File: src/sv/bdc_pkg.sv
package bdc_pkg;

   localparam int unsigned TIME_WIDTH  = 32;
   localparam int unsigned COUNT_WIDTH = 4;
   localparam int unsigned CSR_INDEX_WIDTH = 2;

   localparam logic [TIME_WIDTH-1:0] PRESS_SETTLE_RESET   = 32'd272016;
   localparam logic [TIME_WIDTH-1:0] HOLD_POLL_RESET      = 32'd50000;
   localparam logic [TIME_WIDTH-1:0] RELEASE_SETTLE_RESET = 32'd720895;

   localparam logic [CSR_INDEX_WIDTH-1:0] CSR_PRESS_SETTLE   = 2'd0;
   localparam logic [CSR_INDEX_WIDTH-1:0] CSR_HOLD_POLL      = 2'd1;
   localparam logic [CSR_INDEX_WIDTH-1:0] CSR_RELEASE_SETTLE = 2'd2;

   localparam logic [1:0] PHASE_CODE_WAITING  = 2'd0;
   localparam logic [1:0] PHASE_CODE_PRESSED  = 2'd1;
   localparam logic [1:0] PHASE_CODE_HELD     = 2'd2;
   localparam logic [1:0] PHASE_CODE_RELEASED = 2'd3;

   typedef enum logic [3:0] {
      PH_WAITING  = 4'b0001,
      PH_PRESSED  = 4'b0010,
      PH_HELD     = 4'b0100,
      PH_RELEASED = 4'b1000
   } phase_type;

   typedef struct packed {
      logic [TIME_WIDTH-1:0] time_now;
      logic                  press_event;
      logic                  up_button_level;
      logic                  down_button_level;
   } req_type;

   typedef struct packed {
      logic [COUNT_WIDTH-1:0] count_value;
      logic                   count_changed;
      logic                   rearm_buttons;
      logic [1:0]             phase;
   } rsp_type;

   typedef struct packed {
      logic [TIME_WIDTH-1:0] press_settle_time;
      logic [TIME_WIDTH-1:0] hold_poll_time;
      logic [TIME_WIDTH-1:0] release_settle_time;
   } cfg_type;

   function automatic logic [1:0] phase_code(phase_type ph);
      logic [1:0] code;
      unique case (ph)
         PH_WAITING:  code = PHASE_CODE_WAITING;
         PH_PRESSED:  code = PHASE_CODE_PRESSED;
         PH_HELD:     code = PHASE_CODE_HELD;
         PH_RELEASED: code = PHASE_CODE_RELEASED;
         default:     code = PHASE_CODE_WAITING;
      endcase
      return code;
   endfunction

endpackage

File: src/sv/bdc_csr.sv
module bdc_csr (
   input  logic                                   clock,
   input  logic                                   reset,
   input  logic                                   csr_write_en,
   input  logic [bdc_pkg::CSR_INDEX_WIDTH-1:0]    csr_index,
   input  logic [bdc_pkg::TIME_WIDTH-1:0]         csr_write_data,
   output bdc_pkg::cfg_type                       cfg
);
   import bdc_pkg::*;

   cfg_type cfg_ff;

   always_ff @(posedge clock) begin
      if (reset) begin
         cfg_ff.press_settle_time   <= PRESS_SETTLE_RESET;
         cfg_ff.hold_poll_time      <= HOLD_POLL_RESET;
         cfg_ff.release_settle_time <= RELEASE_SETTLE_RESET;
      end else if (csr_write_en) begin
         unique case (csr_index)
            CSR_PRESS_SETTLE:   cfg_ff.press_settle_time   <= csr_write_data;
            CSR_HOLD_POLL:      cfg_ff.hold_poll_time      <= csr_write_data;
            CSR_RELEASE_SETTLE: cfg_ff.release_settle_time <= csr_write_data;
            default: ;
         endcase
      end
   end

   assign cfg = cfg_ff;

endmodule

File: src/sv/bdc_fsm.sv
module bdc_fsm (
   input  logic              clock,
   input  logic              reset,
   input  logic              step_en,
   input  bdc_pkg::req_type  item,
   input  bdc_pkg::cfg_type  cfg,
   output bdc_pkg::rsp_type  result
);
   import bdc_pkg::*;

   phase_type               phase_ff, phase_in;
   logic                    pending_ff, pending_in;
   logic [TIME_WIDTH-1:0]   mark_ff, mark_in;
   logic [COUNT_WIDTH-1:0]  count_ff, count_in;

   logic                    pending_now;
   logic                    up_pressed, down_pressed;
   logic [TIME_WIDTH-1:0]   elapsed, limit;
   logic                    passed;
   logic                    changed, rearm;

   assign pending_now  = pending_ff | item.press_event;
   assign up_pressed   = ~item.up_button_level;
   assign down_pressed = ~item.down_button_level;
   assign elapsed      = item.time_now - mark_ff;

   always_comb begin
      unique case (phase_ff)
         PH_PRESSED: limit = cfg.press_settle_time;
         PH_HELD:    limit = cfg.hold_poll_time;
         default:    limit = cfg.release_settle_time;
      endcase
   end

   assign passed = elapsed > limit;

   always_comb begin
      phase_in   = phase_ff;
      pending_in = pending_now;
      mark_in    = mark_ff;
      count_in   = count_ff;
      changed    = 1'b0;
      rearm      = 1'b0;
      unique case (phase_ff)
         PH_WAITING: begin
            if (pending_now) begin
               phase_in   = PH_PRESSED;
               mark_in    = item.time_now;
               pending_in = 1'b0;
            end
         end
         PH_PRESSED: begin
            if (passed) begin
               // up wins when both are down
               if (up_pressed) begin
                  count_in = count_ff + 1'b1;
               end else if (down_pressed) begin
                  count_in = count_ff - 1'b1;
               end
               changed  = 1'b1;
               phase_in = (up_pressed || down_pressed) ? PH_HELD : PH_RELEASED;
               mark_in  = item.time_now;
            end
         end
         PH_HELD: begin
            if (passed && !up_pressed && !down_pressed) begin
               phase_in = PH_RELEASED;
               mark_in  = item.time_now;
            end
         end
         PH_RELEASED: begin
            // drop any press latched while busy
            if (passed) begin
               phase_in   = PH_WAITING;
               pending_in = 1'b0;
               rearm      = 1'b1;
            end
         end
         default: begin
            phase_in = PH_WAITING;
         end
      endcase
   end

   always_ff @(posedge clock) begin
      if (reset) begin
         phase_ff   <= PH_WAITING;
         pending_ff <= 1'b0;
         mark_ff    <= '0;
         count_ff   <= '0;
      end else if (step_en) begin
         phase_ff   <= phase_in;
         pending_ff <= pending_in;
         mark_ff    <= mark_in;
         count_ff   <= count_in;
      end
   end

   assign result.count_value   = count_in;
   assign result.count_changed = changed;
   assign result.rearm_buttons = rearm;
   assign result.phase         = phase_code(phase_in);

endmodule

File: src/sv/button_debounce_up_down_counter_unit.sv
// Channel   Direction  Handshake              Payload
// req_      in         req_valid/req_ready    bdc_pkg::req_type (one tick)
// rsp_      out        rsp_valid/rsp_ready    bdc_pkg::rsp_type (one result per tick)
// csr_      in         csr_write_en           csr_index, csr_write_data (write only)
//
// One tick per clock cycle sustained while rsp_ready is high; a result is offered
// after its tick passes the input register, then the result register. The step
// is one 32-bit subtract and compare feeding the phase update between the two.
// Reset is synchronous, active high; no clearing pass is needed.
// A stalled result holds both stages; req_ready falls only when both are full.
module button_debounce_up_down_counter_unit (
   input  logic                                clock,
   input  logic                                reset,
   input  logic                                req_valid,
   output logic                                req_ready,
   input  bdc_pkg::req_type                    req_payload,
   output logic                                rsp_valid,
   input  logic                                rsp_ready,
   output bdc_pkg::rsp_type                    rsp_payload,
   input  logic                                csr_write_en,
   input  logic [bdc_pkg::CSR_INDEX_WIDTH-1:0] csr_index,
   input  logic [bdc_pkg::TIME_WIDTH-1:0]      csr_write_data
);
   import bdc_pkg::*;

   logic    in_valid_ff;
   req_type in_item_ff;
   logic    rsp_valid_ff;
   rsp_type rsp_payload_ff;

   logic    advance;
   logic    step_en;
   cfg_type cfg;
   rsp_type step_rsp;

   assign advance   = !rsp_valid_ff || rsp_ready;
   assign req_ready = !in_valid_ff || advance;
   assign step_en   = in_valid_ff && advance;

   bdc_csr u_csr (
      .clock          (clock),
      .reset          (reset),
      .csr_write_en   (csr_write_en),
      .csr_index      (csr_index),
      .csr_write_data (csr_write_data),
      .cfg            (cfg)
   );

   bdc_fsm u_fsm (
      .clock   (clock),
      .reset   (reset),
      .step_en (step_en),
      .item    (in_item_ff),
      .cfg     (cfg),
      .result  (step_rsp)
   );

   always_ff @(posedge clock) begin
      if (reset) begin
         in_valid_ff  <= 1'b0;
         rsp_valid_ff <= 1'b0;
      end else begin
         if (req_ready) begin
            in_valid_ff <= req_valid;
         end
         if (advance) begin
            rsp_valid_ff <= in_valid_ff;
         end
      end
   end

   always_ff @(posedge clock) begin
      if (req_valid && req_ready) begin
         in_item_ff <= req_payload;
      end
      if (step_en) begin
         rsp_payload_ff <= step_rsp;
      end
   end

   assign rsp_valid   = rsp_valid_ff;
   assign rsp_payload = rsp_payload_ff;

   // a tick that is stepped always reaches the result register
   assert property (@(posedge clock) disable iff (reset) step_en |=> rsp_valid_ff)
      else $error("stepped tick did not produce a result");

   // rearm only on the way back to waiting
   assert property (@(posedge clock) disable iff (reset)
      rsp_valid_ff && rsp_payload_ff.rearm_buttons |-> rsp_payload_ff.phase == PHASE_CODE_WAITING)
      else $error("rearm outside waiting phase");

   // a sample leaves the counter in held or released
   assert property (@(posedge clock) disable iff (reset)
      rsp_valid_ff && rsp_payload_ff.count_changed |->
         (rsp_payload_ff.phase == PHASE_CODE_HELD || rsp_payload_ff.phase == PHASE_CODE_RELEASED))
      else $error("display refresh with wrong phase");

   // the count moves only on a sampling tick
   assert property (@(posedge clock) disable iff (reset)
      step_en && !step_rsp.count_changed && $past(step_en) && !$past(reset) |->
         step_rsp.count_value == $past(step_rsp.count_value))
      else $error("count changed without a sample");

endmodule
File: config.mk
export PLATFORM = sky130hd
export DESIGN_NAME = button_debounce_up_down_counter_unit
export DESIGN_NICKNAME = d
export VERILOG_FILES = /design/src/sv/bdc_pkg.sv /design/src/sv/bdc_csr.sv /design/src/sv/bdc_fsm.sv /design/src/sv/button_debounce_up_down_counter_unit.sv
export SDC_FILE = /design/constraint.sdc
export NUM_CORES = 1
export LEC_CHECK = 0
export BUFFER_PORTS_ARGS = -buffer_cell sky130_fd_sc_hd__buf_2
export CAP_MARGIN = 20
export CORE_MARGIN = 2
export CORE_UTILIZATION = 60
export CTS_BUF_LIST = sky130_fd_sc_hd__clkbuf_4 sky130_fd_sc_hd__clkbuf_8
export DETAILED_ROUTE_END_ITERATION = 10
export PLACE_DENSITY = 0.85
export SYNTH_ARGS = -nofsm -noshare
export SYNTH_HDL_FRONTEND = slang
export SYNTH_HIERARCHICAL = 1
export SYNTH_SLANG_ARGS = --single-unit
File: constraint.sdc
create_clock -name clock -period 6.3 [get_ports clock]
set_input_delay 0.63 -clock clock [delete_from_list [all_inputs] [get_ports clock]]
set_output_delay 0.63 -clock clock [all_outputs]
set_load 0.005 [all_outputs]
==> summary.md <==
| Metric | Value |
|---|---|
| Crit path kind | flop to flop |
| CP arrival | around 5500 ps |
| Postcts setup bufs | 0 |
| Met3 wire length | 933 um |
| Drt first pass iters | 5 |
| Critical hold path startpoint | req_payload[4] |
| WL met2 | approximately 10000 um |
| Total wire length | 20940 um |
| Final worst path period need | 5165 ps |
| Top Metal Used | met4 |
| Die W | around 130 um |
| Ant. Diodes | 0 |
| Critical Path Start | in_item_ff[3]$_DFFE_PP_ |
| Post-synth EDFFs | 43 |
| Initial Util | 0.6127 |
| FF+latch count, synth | approximately 180 |
| Top_reg_cell synth | dfxtp_1 |
| Rel. slew slack | 0.3143 |
| IO Count | 84 |
| Crit Reg-Reg Startpoint | in_item_ff[3]$_DFFE_PP_ |
| DP HPWL | 14250 um |
| Pwr/cell area | 250.8 nW/um^2 |
| Main combinational cell family by area after synthesis | simple AND/OR/NAND/NOR gates |
| GPL Wtd Cong | roughly 0.9 |
| Worst path cell trace | inv_1, ha_1, inv_1, fa_1, a211o_1, o211ai_1, a22oi_1, a211oi_2, o31a_1, nor2_1, o41ai_1, xnor2_1, ha_1, a21oi_1, o21ai_2, a2111oi_4, o211ai_4, a31oi_4, buf_4, mux2i_1, nor2_1 |
| Fin cells | approximately 1300 |
| Max FO, Critical Path | 32 |
| Routed length per instance | about 16 um |
| Vias in the first global route | around 7000 |
| Routed vias | between 7000 and 8000 |
| CTS tree | yes |
| Fill cell count | between 1000 and 1500 |
| Critical path's largest stage delay | slightly above 500 ps |
| Compound-Gate Fraction of Synth Area | 0.1435 |
| Overall Global Routing Usage | 0.2387 |
| Clk_skew | 18.42 ps |
| Peak supply drop | 0.0001774 V |
| Layout cell share with drive strength beyond 1 | 0.1310 |
| Synth Area in Adders | 0.08230 |
| Largest net degree at the start of global routing | 129 |
| Sinks on Clock Net | 182 |
| Cell family with most CP delay | compound AO/OA/AOI/OAI gates |
| First-pass GRT wire length | around 34000 um |
| Max-cap violations | 0 |
| Multiplexer share of the synthesized area | 0.1265 |
| Nets | between 1000 and 1500 |
| Die ar. | 17930 um^2 |
| Hold Vio Cnt, Final | 0 |
| Most frequent cells in the layout | 139 x dfxtp_1, 128 x mux2i_1, 110 x nor2_1, 104 x nand2b_1, 82 x buf_2 |
| FFs w/ async S/R, synth | 0 |
| RSZ-0062 raised after global routing | false |
| Root buffer cell | clkbuf_8 |
| Post-route ant nets | 0 |
| Post-Synthesis Cell Area | between 10000 and 15000 um^2 |
| Synth warnings | 6 |
| IO Port Bufs | 83 |
| Remaining global-route overflow | 0 |
| Fmax | about 190 MHz |
| Vias per inst | around 5.7 |
| Number of buffers and inverters on the critical path | 3 |
| Post-CTS Resized | 0 |
| Worst hold path class | input pin to flop |
| Synth-to-Final Area Change | 8.391% |
| Max clock buf depth | 2 |
| Leakage | approximately 4.8 nW |
| Clock latency on the worst-skew pair | between 400 and 500 ps |
| Syn Inst Count | between 1000 and 1500 |
| Initial antenna violation count | 0 |
| Number of library cell types mapped by synthesis | just over 70 |
| Sequential-to-total area share from yosys stat | 0.4024 |
| Remaining DRCs | 0 |
| Drt first-iter violations | between 500 and 600 |
| Die Ht | roughly 130 um |
| Metal1 wirelength | between 9000 and 10000 um |
| Mapped Avg Cell Area | 9.801 um^2 |
| Worst Hold Slack | 308.2 ps |
| Setup violations, final | 0 |
| Critical-path top delay cell | buf_4 |
| Required time of the worst setup path | approximately 6600 ps |
| Crit end category | flop |
| Simple-Gate Fraction of Synth Area | 0.1599 |
| Reg clk slew, reported paths | 100 ps |
| Setup WS post-layout | about 1100 ps |
| Worst-Margin Slew | slightly above 1000 ps |
| # hold bufs at CTS | 0 |
| Worst slack, placed | between 1000 and 1500 ps |
| Slew Limit Fails | 0 |
| Placed insts | between 1000 and 1500 |
| Core region area | ~17000 um^2 |
| Status | complete, no violations |
| Setup crit start kind | flop |
| Total CTS buffers | 17 |
| Post-layout util | 0.6641 |
| Setup tns final | 0 ps |
| XOR/XNOR Fraction of Synth Area | 0.03114 |
| # rows | 47 |
| Period Utilization, post-route | 0.8198 |
| H-tree depth | 4 |
| Syn Nets | 1173 |
| Most common cell after layout, fill and taps aside | dfxtp_1 |
## Yosys cell counts, types with 17 or more instances
cell type,number,share of area
a21o_1,23,0.017
a21oi_1,73,0.036
a22o_1,31,0.027
clkbuf_1,28,0.010
dfxtp_1,139,0.27
edfxtp_1,43,0.13
ha_1,65,0.080
inv_1,49,0.018
mux2i_1,128,0.13
nand2_1,28,0.010
nand2b_1,104,0.064
nor2_1,111,0.041
o21ai_0,17,0.0084
xnor2_1,26,0.022
## sequential cells by signal, summed over array words and instances (netlist names)
signal            count
u_csr/cfg            96
in_item_ff           35
u_fsm/mark_ff        32
rsp_payload           8
u_fsm/count_ff        4
u_fsm/phase_ff        4
in_valid_ff           1
rsp_valid             1
u_fsm/pending_ff      1
## routing by layer
| layer | up-vias | global-route usage |
|---|---|---|
| met5 | - | 0 |
| met4 | 0 | 0.07447 |
| met3 | 16 | 0.03930 |
| met2 | 191 | 0.3880 |
| met1 | 3599 | 0.3274 |
| li1 | 3746 | - |
## path summary, 6_finish.rpt
| kind | endpoint | slack, ps | depth (start not counted) |
|---|---|---|---|
| worst max-delay path | u_fsm/mark_ff[21]$_SDFFE_PP0P_ | 1140 | 21 |
| worst max register to register | u_fsm/mark_ff[21]$_SDFFE_PP0P_ | 1140 | 21 |
| worst min-delay path | in_item_ff[4]$_DFFE_PP_ | 310 | 1 |
| worst min register to register | u_csr/cfg[57]$_SDFFE_PP0P_ | 480 | 2 |
## per-stage QoR
stage	total power (W)	instance area, um^2
after floorplan	0.001766	10120
after global placement	0.001866	10530
after detailed placement	0.001886	10530
after CTS	0.002759	10970
after global routing	0.002881	10970
final	0.002752	10970
## report_power, final
part	leakage (nW)	switching, W	internal [W]
Sequential	1.55	0.0000332	0.00125
Combinational	3.00	0.000327	0.000258
Clock	0.228	0.000434	0.000448
Total	4.78	0.000795	0.00196
## logic make-up after synthesis
logic type / Yosys count
and+or+nand+nor: 310
AOI/OAI and AO/OA: 204
DFF: 182
muxes: 128
buffers and inverters: 107
adders and majority gates: 66
xor gates and xnor gates: 36
## final cells by class
type / instances / area [um^2] / area share
Sequential cell: 182 / 4074 / 0.3712
Multi-Input combinational cell: 744 / 5517 / 0.5027
Inverter: 50 / 187.7 / 0.01710
Timing Repair Buffer: 91 / 478.0 / 0.04355
Clock buffer: 19 / 249.0 / 0.02269
Clock inverter: 13 / 193.9 / 0.01767
Tap cell: 220 / 275.3 / 0.02508
Note: power is estimated with default switching activity, not from simulation.
